**src/hdl/hex_offset_grid_geometry_assert.svh**
```systemverilog
// assertion macros for the hex offset grid geometry unit
`ifndef HEX_OFFSET_GRID_GEOMETRY_ASSERT_SVH
`define HEX_OFFSET_GRID_GEOMETRY_ASSERT_SVH

// same-cycle implication
`define HOGG_ASSERT_IMPLY(label, clk, rst_n, ante, cons, msg) \
    label: assert property (@(posedge clk) disable iff (!rst_n) (ante) |-> (cons)) \
        else $error(msg);

// next-cycle implication
`define HOGG_ASSERT_NEXT(label, clk, rst_n, ante, cons, msg) \
    label: assert property (@(posedge clk) disable iff (!rst_n) (ante) |=> (cons)) \
        else $error(msg);

`endif

```
**src/hdl/hogg_pkg.sv**
```systemverilog
// shared widths, codes and types for the hex offset grid geometry unit
`timescale 1ns / 1ps
`default_nettype none

package hogg_pkg;

    localparam int POS_W         = 14;
    localparam int DIST_W        = 8;
    localparam int DIR_W         = 3;
    localparam int SD_W          = 8;
    localparam int FUNC_W        = 2;
    localparam int GRID_W        = 7;
    localparam int COORD_W       = 7;
    localparam int CFG_IDX_W     = 1;
    localparam int POS_RADIX_DEF = 100;
    localparam int RECIP_SHIFT   = 22;

    localparam logic [FUNC_W-1:0] FUNC_NEIGHBOR  = 2'd0;
    localparam logic [FUNC_W-1:0] FUNC_DISTANCE  = 2'd1;
    localparam logic [FUNC_W-1:0] FUNC_DIRECTION = 2'd2;

    localparam logic [DIR_W-1:0] DIR_NONE = 3'd0;
    localparam logic [DIR_W-1:0] DIR_N    = 3'd1;
    localparam logic [DIR_W-1:0] DIR_NE   = 3'd2;
    localparam logic [DIR_W-1:0] DIR_SE   = 3'd3;
    localparam logic [DIR_W-1:0] DIR_S    = 3'd4;
    localparam logic [DIR_W-1:0] DIR_SW   = 3'd5;
    localparam logic [DIR_W-1:0] DIR_NW   = 3'd6;

    localparam logic [CFG_IDX_W-1:0] CFG_IDX_GRID_COLUMNS = 1'd0;
    localparam logic [CFG_IDX_W-1:0] CFG_IDX_GRID_ROWS    = 1'd1;

    typedef struct packed {
        logic s1;
        logic s2;
        logic s3;
    } hogg_stage_en_t;

endpackage

`default_nettype wire

```
**src/hdl/hogg_req_if.sv**
```systemverilog
// request channel of the hex offset grid geometry unit
`timescale 1ns / 1ps
`default_nettype none

interface hogg_req_if
    import hogg_pkg::*;
    ();
    logic              valid;
    logic              ready;
    logic [FUNC_W-1:0] func;
    logic [POS_W-1:0]  first_pos;
    logic [POS_W-1:0]  second_pos;
    logic [SD_W-1:0]   step_dir;

    modport source (output valid, func, first_pos, second_pos, step_dir, input ready);
    modport sink (input valid, func, first_pos, second_pos, step_dir, output ready);
endinterface

`default_nettype wire

```
**src/hdl/hogg_rsp_if.sv**
```systemverilog
// response channel of the hex offset grid geometry unit
`timescale 1ns / 1ps
`default_nettype none

interface hogg_rsp_if
    import hogg_pkg::*;
    ();
    logic              valid;
    logic              ready;
    logic              ok;
    logic [POS_W-1:0]  result_pos;
    logic [DIST_W-1:0] hex_distance;
    logic [DIR_W-1:0]  dir_code;

    modport source (output valid, ok, result_pos, hex_distance, dir_code, input ready);
    modport sink (input valid, ok, result_pos, hex_distance, dir_code, output ready);
endinterface

`default_nettype wire

```
**src/hdl/hogg_cfg_if.sv**
```systemverilog
// register write channel of the hex offset grid geometry unit
`timescale 1ns / 1ps
`default_nettype none

interface hogg_cfg_if
    import hogg_pkg::*;
    ();
    logic                 valid;
    logic                 ready;
    logic [CFG_IDX_W-1:0] index;
    logic [GRID_W-1:0]    data;

    modport source (output valid, index, data, input ready);
    modport sink (input valid, index, data, output ready);
endinterface

`default_nettype wire

```
**src/hdl/hogg_pos_split.sv**
```systemverilog
// three-stage split of a packed position into row and column with grid check
`timescale 1ns / 1ps
`default_nettype none

module hogg_pos_split
    import hogg_pkg::*;
#(
    parameter int POS_RADIX = POS_RADIX_DEF
) (
    input  wire logic                 clk,
    input  wire hogg_stage_en_t       en,
    input  wire logic [GRID_W-1:0]    grid_columns,
    input  wire logic [GRID_W-1:0]    grid_rows,
    input  wire logic [POS_W-1:0]     pos,
    output logic      [COORD_W-1:0]   row,
    output logic      [COORD_W-1:0]   col,
    output logic                      cell_ok
);

    localparam int RECIP   = (1 << RECIP_SHIFT) / POS_RADIX;
    localparam int RECIP_W = $clog2(RECIP + 1);
    localparam int PROD_W  = POS_W + RECIP_W;
    localparam int ROW_W   = $clog2(((1 << POS_W) - 1) / POS_RADIX + 1);
    localparam int REM_W   = $clog2(2 * POS_RADIX);
    localparam int COL_W   = $clog2(POS_RADIX);
    localparam int CMP_W   = ROW_W + GRID_W;
    localparam int LIM_W   = GRID_W + 1;

    localparam logic [RECIP_W-1:0] RECIP_K   = RECIP_W'(RECIP);
    localparam logic [POS_W-1:0]   RADIX_POS = POS_W'(POS_RADIX);
    localparam logic [REM_W-1:0]   RADIX_REM = REM_W'(POS_RADIX);

    logic [POS_W-1:0]   s1_pos_reg;
    logic [PROD_W-1:0]  s1_prod_reg;
    logic [ROW_W-1:0]   s2_quo_reg;
    logic [REM_W-1:0]   s2_rem_reg;
    logic [COORD_W-1:0] s3_row_reg;
    logic [COORD_W-1:0] s3_col_reg;
    logic               s3_ok_reg;

    logic [PROD_W-1:0]  prod_next;
    logic [ROW_W-1:0]   quo_est;
    logic [POS_W-1:0]   quo_back;
    logic [POS_W-1:0]   rem_full;
    logic               fix;
    logic [ROW_W-1:0]   row_fix;
    logic [REM_W-1:0]   rem_fix;
    logic [COL_W-1:0]   col_fix;
    logic [LIM_W-1:0]   col_ext;
    logic               row_in;
    logic               col_in;

    // reciprocal multiply, then back-multiply, then one correction step
    always_comb
    begin
        prod_next = PROD_W'(pos) * PROD_W'(RECIP_K);
        quo_est   = ROW_W'(s1_prod_reg >> RECIP_SHIFT);
        quo_back  = POS_W'(POS_W'(quo_est) * RADIX_POS);
        rem_full  = s1_pos_reg - quo_back;
        fix       = (s2_rem_reg >= RADIX_REM);
        row_fix   = fix ? s2_quo_reg + ROW_W'(1) : s2_quo_reg;
        rem_fix   = fix ? s2_rem_reg - RADIX_REM : s2_rem_reg;
        col_fix   = rem_fix[COL_W-1:0];
        col_ext   = LIM_W'(col_fix);
        row_in    = CMP_W'(row_fix) < CMP_W'(grid_rows);
        if (row_fix[0])
        begin
            col_in = (col_ext + LIM_W'(1)) < LIM_W'(grid_columns);
        end
        else
        begin
            col_in = col_ext < LIM_W'(grid_columns);
        end
    end

    always_ff @(posedge clk)
    begin
        if (en.s1)
        begin
            s1_pos_reg  <= pos;
            s1_prod_reg <= prod_next;
        end
        if (en.s2)
        begin
            s2_quo_reg <= quo_est;
            s2_rem_reg <= rem_full[REM_W-1:0];
        end
        if (en.s3)
        begin
            s3_row_reg <= COORD_W'(row_fix);
            s3_col_reg <= COORD_W'(col_fix);
            s3_ok_reg  <= row_in && col_in;
        end
    end

    assign row     = s3_row_reg;
    assign col     = s3_col_reg;
    assign cell_ok = s3_ok_reg;

endmodule

`default_nettype wire

```
**src/hdl/hex_offset_grid_geometry.sv**
```systemverilog
// hex offset grid geometry unit: neighbor step, hex distance and direction code
// pipeline: 5 register stages, s1 to s5, lie between the accepted request and the registered result
// throughput: one request per cycle while rsp.ready does not stall the five-stage pipeline
// (three stages of reciprocal multiply split, one geometry stage, one result stage)
// reset clears all stage valid bits and both grid registers to 0
`timescale 1ns / 1ps
`default_nettype none
`include "hex_offset_grid_geometry_assert.svh"

module hex_offset_grid_geometry
    import hogg_pkg::*;
#(
    parameter int POS_RADIX = POS_RADIX_DEF
) (
    input  wire logic clk,
    input  wire logic rst_n,
    hogg_cfg_if.sink  cfg,
    hogg_req_if.sink  req,
    hogg_rsp_if.source rsp
);

    localparam int NB_W = COORD_W + 2;
    localparam logic [POS_W-1:0] RADIX_POS = POS_W'(POS_RADIX);

    logic [GRID_W-1:0] grid_columns_reg;
    logic [GRID_W-1:0] grid_rows_reg;

    logic s1_valid_reg, s2_valid_reg, s3_valid_reg, s4_valid_reg, s5_valid_reg;
    logic en1, en2, en3, en4, en5;
    hogg_stage_en_t split_en;

    logic [FUNC_W-1:0] s1_func_reg, s2_func_reg, s3_func_reg, s4_func_reg;
    logic [DIR_W-1:0]  s1_dir_reg, s2_dir_reg, s3_dir_reg;
    logic              s1_sd_ok_reg, s2_sd_ok_reg, s3_sd_ok_reg;

    logic [COORD_W-1:0] ya, xa, yb, xb;
    logic               a_ok, b_ok;

    logic                     s4_nb_ok_reg;
    logic                     s4_pair_ok_reg;
    logic signed [NB_W-1:0]   s4_ny_reg;
    logic signed [NB_W-1:0]   s4_nx_reg;
    logic [DIST_W-1:0]        s4_dx_reg;
    logic [DIST_W-1:0]        s4_dy_reg;
    logic [DIR_W-1:0]         s4_code_reg;

    logic              ok_reg;
    logic [POS_W-1:0]  result_pos_reg;
    logic [DIST_W-1:0] hex_distance_reg;
    logic [DIR_W-1:0]  dir_code_reg;

    logic sd_ok_in;

    // stage 4 signals
    logic [COORD_W-1:0]     ax, ay;
    logic                   x_up, x_dn, par_diff, dx_inc, dx_dec;
    logic [DIST_W-1:0]      dx_next, dy_next;
    logic signed [NB_W-1:0] y9, x9, odd9, even9, ny_next, nx_next;
    logic [DIR_W-1:0]       code_raw;

    // stage 5 signals
    logic [NB_W-2:0]   ny_u, nx_u;
    logic              nb_cell_ok;
    logic [POS_W-1:0]  rpos;
    logic [DIST_W-1:0] dy2, dist_val;
    logic              ok_next;
    logic [POS_W-1:0]  rpos_next;
    logic [DIST_W-1:0] dist_next;
    logic [DIR_W-1:0]  code_next;

    // configuration registers
    assign cfg.ready = 1'b1;

    always_ff @(posedge clk or negedge rst_n)
    begin
        if (!rst_n)
        begin
            grid_columns_reg <= '0;
            grid_rows_reg    <= '0;
        end
        else if (cfg.valid && cfg.ready)
        begin
            unique case (cfg.index)
                CFG_IDX_GRID_COLUMNS: grid_columns_reg <= cfg.data;
                CFG_IDX_GRID_ROWS:    grid_rows_reg    <= cfg.data;
                default:              ;
            endcase
        end
    end

    // pipeline flow control
    assign en5 = !s5_valid_reg || rsp.ready;
    assign en4 = !s4_valid_reg || en5;
    assign en3 = !s3_valid_reg || en4;
    assign en2 = !s2_valid_reg || en3;
    assign en1 = !s1_valid_reg || en2;
    assign req.ready = en1;

    assign split_en.s1 = en1;
    assign split_en.s2 = en2;
    assign split_en.s3 = en3;

    always_ff @(posedge clk or negedge rst_n)
    begin
        if (!rst_n)
        begin
            s1_valid_reg <= 1'b0;
            s2_valid_reg <= 1'b0;
            s3_valid_reg <= 1'b0;
            s4_valid_reg <= 1'b0;
            s5_valid_reg <= 1'b0;
        end
        else
        begin
            if (en1)
            begin
                s1_valid_reg <= req.valid;
            end
            if (en2)
            begin
                s2_valid_reg <= s1_valid_reg;
            end
            if (en3)
            begin
                s3_valid_reg <= s2_valid_reg;
            end
            if (en4)
            begin
                s4_valid_reg <= s3_valid_reg;
            end
            if (en5)
            begin
                s5_valid_reg <= s4_valid_reg;
            end
        end
    end

    // stages 1 to 3: position split
    hogg_pos_split #(
        .POS_RADIX (POS_RADIX)
    ) u_split_a (
        .clk          (clk),
        .en           (split_en),
        .grid_columns (grid_columns_reg),
        .grid_rows    (grid_rows_reg),
        .pos          (req.first_pos),
        .row          (ya),
        .col          (xa),
        .cell_ok      (a_ok)
    );

    hogg_pos_split #(
        .POS_RADIX (POS_RADIX)
    ) u_split_b (
        .clk          (clk),
        .en           (split_en),
        .grid_columns (grid_columns_reg),
        .grid_rows    (grid_rows_reg),
        .pos          (req.second_pos),
        .row          (yb),
        .col          (xb),
        .cell_ok      (b_ok)
    );

    assign sd_ok_in = (req.step_dir >= SD_W'(DIR_N)) && (req.step_dir <= SD_W'(DIR_NW));

    always_ff @(posedge clk)
    begin
        if (en1)
        begin
            s1_func_reg  <= req.func;
            s1_dir_reg   <= req.step_dir[DIR_W-1:0];
            s1_sd_ok_reg <= sd_ok_in;
        end
        if (en2)
        begin
            s2_func_reg  <= s1_func_reg;
            s2_dir_reg   <= s1_dir_reg;
            s2_sd_ok_reg <= s1_sd_ok_reg;
        end
        if (en3)
        begin
            s3_func_reg  <= s2_func_reg;
            s3_dir_reg   <= s2_dir_reg;
            s3_sd_ok_reg <= s2_sd_ok_reg;
        end
    end

    // stage 4: neighbor coordinates, distance terms, direction code
    always_comb
    begin
        ax       = (xb >= xa) ? xb - xa : xa - xb;
        ay       = (yb >= ya) ? yb - ya : ya - yb;
        x_up     = xb > xa;
        x_dn     = xb < xa;
        par_diff = ya[0] ^ yb[0];
        dx_inc   = par_diff && (ya[0] ? x_dn : x_up);
        dx_dec   = par_diff && (ya[0] ? x_up : x_dn);
        dx_next  = {ax, 1'b0} + DIST_W'(dx_inc) - DIST_W'(dx_dec);
        dy_next  = (DIST_W'(ay) + DIST_W'(1)) >> 1;

        y9    = $signed({2'b00, ya});
        x9    = $signed({2'b00, xa});
        odd9  = $signed({{(NB_W-1){1'b0}}, ya[0]});
        even9 = $signed({{(NB_W-1){1'b0}}, !ya[0]});

        unique case (s3_dir_reg)
            DIR_N:
            begin
                nx_next = x9;
                ny_next = y9 - NB_W'(2);
            end
            DIR_NE:
            begin
                nx_next = x9 + odd9;
                ny_next = y9 - NB_W'(1);
            end
            DIR_SE:
            begin
                nx_next = x9 + odd9;
                ny_next = y9 + NB_W'(1);
            end
            DIR_S:
            begin
                nx_next = x9;
                ny_next = y9 + NB_W'(2);
            end
            DIR_SW:
            begin
                nx_next = x9 - even9;
                ny_next = y9 + NB_W'(1);
            end
            default:
            begin
                nx_next = x9 - even9;
                ny_next = y9 - NB_W'(1);
            end
        endcase

        if (xa == xb)
        begin
            if (ya < yb)
            begin
                code_raw = DIR_S;
            end
            else if (ya > yb)
            begin
                code_raw = DIR_N;
            end
            else
            begin
                code_raw = DIR_NONE;
            end
        end
        else if (ya == yb)
        begin
            if (xa < xb)
            begin
                code_raw = (ya != '0) ? DIR_NE : DIR_SE;
            end
            else
            begin
                code_raw = (ya != '0) ? DIR_NW : DIR_SW;
            end
        end
        else if (xa < xb)
        begin
            code_raw = (ya > yb) ? DIR_NE : DIR_SE;
        end
        else
        begin
            code_raw = (ya > yb) ? DIR_NW : DIR_SW;
        end
    end

    always_ff @(posedge clk)
    begin
        if (en4)
        begin
            s4_func_reg    <= s3_func_reg;
            s4_nb_ok_reg   <= s3_sd_ok_reg && a_ok;
            s4_pair_ok_reg <= a_ok && b_ok;
            s4_ny_reg      <= ny_next;
            s4_nx_reg      <= nx_next;
            s4_dx_reg      <= dx_next;
            s4_dy_reg      <= dy_next;
            s4_code_reg    <= (a_ok && b_ok) ? code_raw : DIR_NONE;
        end
    end

    // stage 5: neighbor grid check, packed position, final distance
    always_comb
    begin
        ny_u = s4_ny_reg[NB_W-2:0];
        nx_u = s4_nx_reg[NB_W-2:0];
        nb_cell_ok = !s4_ny_reg[NB_W-1] && !s4_nx_reg[NB_W-1]
                     && (ny_u < (NB_W-1)'(grid_rows_reg));
        if (ny_u[0])
        begin
            nb_cell_ok = nb_cell_ok
                         && ((nx_u + (NB_W-1)'(1)) < (NB_W-1)'(grid_columns_reg));
        end
        else
        begin
            nb_cell_ok = nb_cell_ok && (nx_u < (NB_W-1)'(grid_columns_reg));
        end
        rpos = POS_W'(POS_W'(ny_u) * RADIX_POS) + POS_W'(nx_u);

        dy2 = s4_dy_reg << 1;
        if (s4_dx_reg <= dy2)
        begin
            dist_val = s4_dx_reg + ((dy2 - s4_dx_reg) >> 1);
        end
        else
        begin
            dist_val = s4_dx_reg;
        end

        ok_next   = 1'b0;
        rpos_next = '0;
        dist_next = '0;
        code_next = DIR_NONE;
        case (s4_func_reg)
            FUNC_NEIGHBOR:
            begin
                ok_next   = s4_nb_ok_reg && nb_cell_ok;
                rpos_next = (s4_nb_ok_reg && nb_cell_ok) ? rpos : '0;
            end
            FUNC_DISTANCE:
            begin
                ok_next   = s4_pair_ok_reg;
                dist_next = s4_pair_ok_reg ? dist_val : '0;
            end
            FUNC_DIRECTION:
            begin
                ok_next   = s4_pair_ok_reg;
                code_next = s4_code_reg;
            end
            default:
            begin
                ok_next = 1'b0;
            end
        endcase
    end

    always_ff @(posedge clk)
    begin
        if (en5)
        begin
            ok_reg           <= ok_next;
            result_pos_reg   <= rpos_next;
            hex_distance_reg <= dist_next;
            dir_code_reg     <= code_next;
        end
    end

    assign rsp.valid        = s5_valid_reg;
    assign rsp.ok           = ok_reg;
    assign rsp.result_pos   = result_pos_reg;
    assign rsp.hex_distance = hex_distance_reg;
    assign rsp.dir_code     = dir_code_reg;

    // failed request carries all-zero fields
    `HOGG_ASSERT_IMPLY(a_fail_zero, clk, rst_n, rsp.valid && !rsp.ok, (rsp.result_pos == '0) && (rsp.hex_distance == '0) && (rsp.dir_code == DIR_NONE), "failed result has nonzero field")
    // only one result field is live per request
    `HOGG_ASSERT_IMPLY(a_one_field, clk, rst_n, rsp.valid && (rsp.result_pos != '0), (rsp.hex_distance == '0) && (rsp.dir_code == DIR_NONE), "more than one result field set")
    // direction code stays in range
    `HOGG_ASSERT_IMPLY(a_code_range, clk, rst_n, rsp.valid, rsp.dir_code <= DIR_NW, "direction code out of range")
    // request stall only with a full pipeline
    `HOGG_ASSERT_IMPLY(a_stall_full, clk, rst_n, !req.ready, s1_valid_reg && s2_valid_reg && s3_valid_reg && s4_valid_reg && s5_valid_reg, "request stalled with a bubble in the pipeline")
    // a stalled result is kept
    `HOGG_ASSERT_NEXT(a_hold_valid, clk, rst_n, s4_valid_reg && !en5, s5_valid_reg && s4_valid_reg, "pipeline item lost during stall")

endmodule

`default_nettype wire

```
**src/flat_wrapper.sv**
```systemverilog
// flat-port wrapper written by rule: the top's interface ports become plain ports
module hex_offset_grid_geometry_flat import hogg_pkg::*;
#(
    parameter int POS_RADIX = POS_RADIX_DEF
)
  (clk, rst_n, cfg_valid, cfg_index, cfg_data, cfg_ready, req_valid, req_func, req_first_pos, req_second_pos, req_step_dir, req_ready, rsp_valid, rsp_ok, rsp_result_pos, rsp_hex_distance, rsp_dir_code, rsp_ready);
  hogg_cfg_if cfg_i ();
  hogg_req_if req_i ();
  hogg_rsp_if rsp_i ();
  input  wire logic clk;
  input  wire logic rst_n;
  input wire logic [$bits(cfg_i.valid)-1:0] cfg_valid;
  input wire logic [$bits(cfg_i.index)-1:0] cfg_index;
  input wire logic [$bits(cfg_i.data)-1:0] cfg_data;
  output wire logic [$bits(cfg_i.ready)-1:0] cfg_ready;
  input wire logic [$bits(req_i.valid)-1:0] req_valid;
  input wire logic [$bits(req_i.func)-1:0] req_func;
  input wire logic [$bits(req_i.first_pos)-1:0] req_first_pos;
  input wire logic [$bits(req_i.second_pos)-1:0] req_second_pos;
  input wire logic [$bits(req_i.step_dir)-1:0] req_step_dir;
  output wire logic [$bits(req_i.ready)-1:0] req_ready;
  output wire logic [$bits(rsp_i.valid)-1:0] rsp_valid;
  output wire logic [$bits(rsp_i.ok)-1:0] rsp_ok;
  output wire logic [$bits(rsp_i.result_pos)-1:0] rsp_result_pos;
  output wire logic [$bits(rsp_i.hex_distance)-1:0] rsp_hex_distance;
  output wire logic [$bits(rsp_i.dir_code)-1:0] rsp_dir_code;
  input wire logic [$bits(rsp_i.ready)-1:0] rsp_ready;
  assign cfg_i.valid = cfg_valid;
  assign cfg_i.index = cfg_index;
  assign cfg_i.data = cfg_data;
  assign cfg_ready = cfg_i.ready;
  assign req_i.valid = req_valid;
  assign req_i.func = req_func;
  assign req_i.first_pos = req_first_pos;
  assign req_i.second_pos = req_second_pos;
  assign req_i.step_dir = req_step_dir;
  assign req_ready = req_i.ready;
  assign rsp_valid = rsp_i.valid;
  assign rsp_ok = rsp_i.ok;
  assign rsp_result_pos = rsp_i.result_pos;
  assign rsp_hex_distance = rsp_i.hex_distance;
  assign rsp_dir_code = rsp_i.dir_code;
  assign rsp_i.ready = rsp_ready;
  hex_offset_grid_geometry #(.POS_RADIX(POS_RADIX)) u_core (.clk(clk), .rst_n(rst_n), .cfg(cfg_i), .req(req_i), .rsp(rsp_i));
endmodule
```
**config.mk**
```make
export PLATFORM = sky130hd
export DESIGN_NAME = hex_offset_grid_geometry_flat
export DESIGN_NICKNAME = d
export VERILOG_FILES = /design/src/hdl/hogg_pkg.sv /design/src/hdl/hogg_req_if.sv /design/src/hdl/hogg_rsp_if.sv /design/src/hdl/hogg_cfg_if.sv /design/src/hdl/hogg_pos_split.sv /design/src/hdl/hex_offset_grid_geometry.sv /design/src/flat_wrapper.sv
export VERILOG_INCLUDE_DIRS = /design/src /design/src/hdl
export SDC_FILE = /design/constraint.sdc
export NUM_CORES = 1
export LEC_CHECK = 0
export CAP_MARGIN = 20
export CELL_PAD_IN_SITES_DETAIL_PLACEMENT = 1
export CELL_PAD_IN_SITES_GLOBAL_PLACEMENT = 2
export CORE_MARGIN = 1
export CORE_UTILIZATION = 40
export CTS_CLUSTER_DIAMETER = 80
export DETAILED_ROUTE_END_ITERATION = 10
export DONT_BUFFER_PORTS = 1
export PLACE_DENSITY = 0.75
export SYNTH_ARGS = -nofsm -noshare
export SYNTH_HDL_FRONTEND = slang
export SYNTH_SLANG_ARGS = --single-unit
```
**constraint.sdc**
```tcl
create_clock -name clk -period 3.65 [get_ports clk]
set_clock_uncertainty 0.15 [all_clocks]
set_input_delay 0.5475 -clock clk [delete_from_list [all_inputs] [get_ports clk]]
set_output_delay 0.5475 -clock clk [all_outputs]
set_load 0.1 [all_outputs]
```
==> impl_results.md, run 1 <==
- Placed inst area: 22410 um2
- Initial antenna violation count: 0
- Post-route setup slack: -1.710 ns
- Simple logic cell fraction of the synthesized area: 7.815%
- DRC viols: 0
- Post-synthesis mux area share: 1.471%
- Worst Reg2Reg Path Length in Cells: 10
- Die area: 52140 um2
- CTS tree: done
- Worst Max-Slew Pin Slew: 1.075 ns
- Synthesized area: 20490 um2
- Gate count of the mapped netlist: 1892
- Setup slack at placement: -2.376 ns
- FMAX: 0.1866 GHz
- Xor and xnor fraction of the mapped netlist area: 5.495%
- Gr ovfl total: 0
- Routed len/inst: 17.96 um
- CP Capture Type: register
- N_diodes: 0
- Most frequent cells in the layout: ha_1, inv_1, edfxtp_1
- Share of cells above drive strength 1: 15.09%
- Hold endpoint: u_core.u_split_b.s1_pos_reg[0]
- Flop-to-flop setup slack: 0.18 ns
- Cell variety after synth: 78
- Post-synthesis async set-or-reset flop share: 9.645%
- Yosys top cell area share: 26.08%
- Die Height: 228.4 um
- Final TNS setup: -24.42 ns
- Initial Util: 40.68%
- Most common flop cell mapped by yosys: edfxtp_1
- Post-Synth Adder-Cell Area: 41.02%
- Area contributors post-synth: edfxtp_1, ha_1, fa_1
- CP startpoint kind: input port
- Nets@finish: 2699
- Layout Utilization: 47.20%
- Sequential-to-total area share from yosys stat: 28.40%
- Commonest non-fill, non-tap cell in the layout: ha_1
- Num CTS Buffers: 17
- Min-Delay Path Class: input port to register
- I/O pin cnt: 80
- Port bufs: 0
- WP data arrival: 5.43 ns
- WL final: 49550 um
- Clock Tree Root: clkbuf_16
- Pre-antenna DRT Iters: 6
- Setup CP Type: input port to register
- Dpl hpwl: 41490 um
- Synth Area in Compound Gates: 8.645%
- Crit share post-route: 146.8%
- P&R area growth vs syn: 16.03%
- RSZ-0062 raised after global routing: true
- Post-synth EDFFs: 178
- Detail Route Antenna Nets: 0
- Slew Limit Fails: 0
- Min-Delay Startpoint: req_second_pos[0]
- Final Hold Violating Endpoints: 0
- Syn Area/Cell: 10.83 um2
- Clk buf depth: 2
- Worst Path Required: 3.72 ns
- Final min period: 5.360 ns
- Final cell area excluding filler cells: 23780 um2
- Failing checks: negative setup slack
- Largest register FFs: 14
- Pin count of the biggest net entering global routing: 42
- Core region area: 50380 um2
- Yosys warning count: 0
- Vias in the first global route: 15610
- Status: finished with violations
- Post-synthesis net count: 2517
- Rows: 82
- Worst hold path depth: 0
- Die Span X: 228.4 um
- Routed vias/inst: 5.060
- CTS Sinks: 197
- Largest family of logic cells by synthesized area: adder cells
- Worst-Skew Late Latency: 0.47 ns
- RePlAce Congestion: 0.8796
- First-pass GRT wire length: 80230 um
- Max FO, Critical Path: 5
- Slew HR: 28.24%
- Yosys top cell by area: edfxtp_1
- DR iter-0 viols: 350
- Vias: 13960
- Endpoints failing setup: 16
- GRT Overall Usage: 19.66%
- FF-to-FF End: u_core.s4_dx_reg[7]
- Reg-to-reg startpoint: u_core.u_split_a.col[5]
- Yosys reg bits: 197
- Clock transition at path regs: 0.08 ns
- Max Cap Viol: 0
- H-tree Lvls: 4
[cell type report]
class	instances	area (um2)
Fill cell	5480	26600
Multi-Input combinational cell	1311	13720
Sequential cell	197	5824
Timing Repair Buffer	180	1428
Inverter	367	1380
Tap cell	672	840.8
Clock buffer	17	425.4
Clock inverter	15	163.9
[kinds of logic after synthesis]
kind of cell / count (synthesis)
AND/OR/NAND/NOR: 323
XOR/XNOR: 127
multiplexers: 28
buffers and inverters: 384
other: 1
flip-flops: 197
adder cells (fa/ha/maj): 574
AO/OA/AOI/OAI: 258
[stage by stage]
stage | std cells | hold slack (ns)
3_3_place_gp | 2685 | 0.1023
6_report | 2759 | 0.02569
5_1_grt | 2759 | 0.004961
4_1_cts | 2752 | -0.004211
2_1_floorplan | 1892 | 0.1019
3_5_place_dp | 2685 | 0.1023
[cell usage after synthesis, types with 19 or more instances]
| master | n |
|---|---|
| a21o_1 | 40 |
| edfxtp_1 | 178 |
| xnor2_1 | 97 |
| o21ai_0 | 41 |
| a21oi_1 | 74 |
| nand2_1 | 73 |
| nor2_1 | 86 |
| fa_1 | 163 |
| nand3_1 | 22 |
| ha_1 | 411 |
| inv_1 | 366 |
| nor2b_1 | 24 |
| xor2_1 | 29 |
| nand2b_1 | 19 |
| nor3_1 | 27 |
| dfrtp_1 | 19 |
[worst max-delay path, cell delays in order]
cell	delay (ns)
fa_1	0.58
inv_2	0.05
fa_1	0.50
inv_1	0.05
fa_1	0.47
fa_1	0.54
fa_1	0.44
fa_1	0.51
ha_4	0.30
nand4_1	0.09
a211oi_2	0.16
nor2_1	0.08
o22ai_2	0.20
a41oi_2	0.19
a211oi_2	0.36
o21a_1	0.18
nor2_1	0.06
xnor2_1	0.11
[metal layers]
layer / track usage [%] / wire (um) / vias to the layer above / part of all wire [%]
met1: 22.44 / 20960 / 6967 / 42
met2: 37.41 / 26380 / 143 / 53
li1: - / - / 6790 / -
met4: 7.320 / 1350 / 0 / 2.7
met5: 0 / 0 / - / 0
met3: 2.083 / 855 / 60 / 1.7
[repair_timing]
action,in CTS,in global routing
resized for setup,51,38
pin swaps,40,52
setup buffers,16,11
hold endpoints to repair,39,0
setup endpoints to repair,18,23
hold buffers,20,0
[worst max path at each step]
stage | end | depth (start not counted) | from | slack (ns)
after global placement | u_core.u_split_b.s1_prod_reg[29] | 18 | req_second_pos[13] | -2.29
after floorplan | u_core.u_split_b.s1_prod_reg[29] | 18 | req_second_pos[13] | -2.03
after global routing | u_core.u_split_a.s1_prod_reg[28] | 18 | req_first_pos[13] | -1.91
final | u_core.u_split_a.s1_prod_reg[28] | 18 | req_first_pos[13] | -1.71
after CTS | u_core.u_split_b.s1_prod_reg[29] | 18 | req_second_pos[11] | -1.74
after detailed placement | u_core.u_split_b.s1_prod_reg[29] | 18 | req_second_pos[13] | -2.38
Power of run 1 is not shown: default switching activity piles up to over one toggle a cycle in this logic, so the estimate is an artifact.
==> run 2: changes to the inputs <==
==> constraint.sdc (replaced) <==
create_clock -name clk -period 3.65 [get_ports clk]
set_clock_uncertainty 0.15 [all_clocks]
set_input_delay 0 -clock clk [delete_from_list [all_inputs] [get_ports clk]]
set_output_delay 0 -clock clk [all_outputs]
set_load 0.1 [all_outputs]
==> impl_results.md, run 2 (synthesized netlist as in run 1, its figures left out) <==
- Slew Limit Fails: 0
- I/O pin cnt: 80
- RSZ-0062 raised after global routing: true
- Die Span X: 228.4 um
- Slew HR: 39.06%
- Pre-antenna DRT Iters: 4
- Die area: 52140 um2
- Crit-path cells: fa_1 > inv_1 > fa_1 > inv_1 > fa_1 > fa_1 > fa_1 > fa_1 > ha_1 > nand4_1 > a211oi_2 > nor2_1 > o22ai_2 > a41oi_2 > a211oi_2 > o21a_1 > nor2_1 > xnor2_1
- Reg-to-reg startpoint: u_core.s4_ny_reg[3]
- Worst Max-Slew Pin Slew: 0.9161 ns
- Failing checks: negative setup slack
- GRT Overall Usage: 19.87%
- CP dominant cell by count: fa_1
- Endpoints failing setup: 16
- Initial antenna violation count: 0
- Vias in the first global route: 15940
- Flop-to-flop setup slack: 0.20 ns
- First-pass GRT wire length: 81630 um
- WL final: 50240 um
- DR iter-0 viols: 394
- Clk buf depth: 2
- CP Capture Type: register
- Routed vias/inst: 5.039
- Gr ovfl total: 0
- Core region area: 50380 um2
- N_diodes: 0
- FF-to-FF End: u_core.rsp.result_pos[13]
- Max Cap Viol: 0
- Nets@finish: 2730
- Num CTS Buffers: 17
- CTS tree: done
- Min-Delay Path Class: input port to register
- Detail Route Antenna Nets: 0
- Min-Delay Startpoint: req_second_pos[7]
- Rows: 82
- Post-route setup slack: -1.123 ns
- Routed len/inst: 18.01 um
- Crit share post-route: 130.8%
- Clock Tree Root: clkbuf_16
- Status: finished with violations
- P&R area growth vs syn: 17.97%
- Worst Path Required: 3.72 ns
- Die Height: 228.4 um
- Hold endpoint: u_core.u_split_b.s1_pos_reg[7]
- Share of cells above drive strength 1: 14.92%
- Setup CP Type: input port to register
- Largest register FFs: 14
- Worst stage delay on the critical path: 0.55 ns
- Pin count of the biggest net entering global routing: 42
- Commonest non-fill, non-tap cell in the layout: ha_1
- Buf+Inv Stages, Crit Path: 2
- Dpl hpwl: 41370 um
- FMAX: 0.2095 GHz
- Worst path slowest cell: fa_1
- Worst-Skew Late Latency: 0.47 ns
- Worst hold path depth: 1
- Final min period: 4.773 ns
- Hold WS: 0.02181 ns
- Port bufs: 0
- Clock transition at path regs: 0.08 ns
- DRC viols: 0
- Most frequent cells in the layout: ha_1, inv_1, edfxtp_1
- CP startpoint kind: input port
- CTS Sinks: 197
- Initial Util: 40.68%
- CP top delay family: adder cells
- H-tree Lvls: 4
- Max FO, Critical Path: 5
- WP data arrival: 4.85 ns
- RePlAce Congestion: 0.8667
- Vias: 14060
- Worst Reg2Reg Path Length in Cells: 14
- Final Hold Violating Endpoints: 0
## run 2: per-stage QoR
step	cells	worst slack [ns]	setup TNS (ns)	utilization (%)	cell area (um2)
after floorplan	1892	-1.484	-19.16	-	20580
after global placement	2682	-1.687	-23.27	44.37	22350
after detailed placement	2682	-1.716	-24.11	44.37	22350
after CTS	2777	-1.143	-15.46	46.94	23650
after global routing	2790	-1.321	-17.89	47.99	24180
final	2790	-1.123	-15.07	47.99	24180
## run 2: layer usage
layer	vias to the layer above	wire [um]	track usage (%)
met1	7028	21120	22.86
met4	0	1140	6.208
met5	-	0	0
met3	58	861	2.208
li1	6857	-	-
met2	115	27120	38.06
## run 2: repair_timing
action | 4_1_cts | 5_1_grt
endpoints found under the hold margin | 59 | 0
hold buffers | 57 | 0
gates cloned | 0 | 0
gates resized for setup | 24 | 74
setup buffers | 6 | 12
setup endpoints to repair | 19 | 22
pin swaps | 11 | 71
## run 2: worst max path at each step
stage                            start                          endpoint  slack, ns  cells past startpoint
floorplan           req_second_pos[13]  u_core.u_split_b.s1_prod_reg[29]      -1.48                     18
global placement    req_second_pos[13]  u_core.u_split_b.s1_prod_reg[29]      -1.69                     18
detailed placement  req_second_pos[13]  u_core.u_split_b.s1_prod_reg[29]      -1.72                     18
CTS                 req_second_pos[13]  u_core.u_split_b.s1_prod_reg[29]      -1.14                     18
global route          req_first_pos[2]  u_core.u_split_a.s1_prod_reg[28]      -1.32                     20
finish               req_first_pos[13]  u_core.u_split_a.s1_prod_reg[28]      -1.12                     18
## run 2: layout make-up
cell class	count	area (um2)
tap	672	840.8
sequential	197	5822
multi-input combinational	1311	13800
inverter	367	1378
clock inverter	12	110.1
clock buffer	20	466.7
timing repair buffer	211	1762
fill	5455	26200
## run 2: worst register-to-register path, cell delays in order, from the launching register on
cell	delay (ns)
edfxtp_1	0.44
ha_1	0.32
ha_1	0.29
inv_1	0.05
fa_1	0.50
inv_1	0.04
ha_1	0.34
inv_1	0.11
o21bai_2	0.09
a21o_1	0.18
a21oi_1	0.17
xnor2_1	0.17
nand3_1	0.13
xnor2_1	0.17
nor2_1	0.05
Power of run 2 is left out for the same reason.
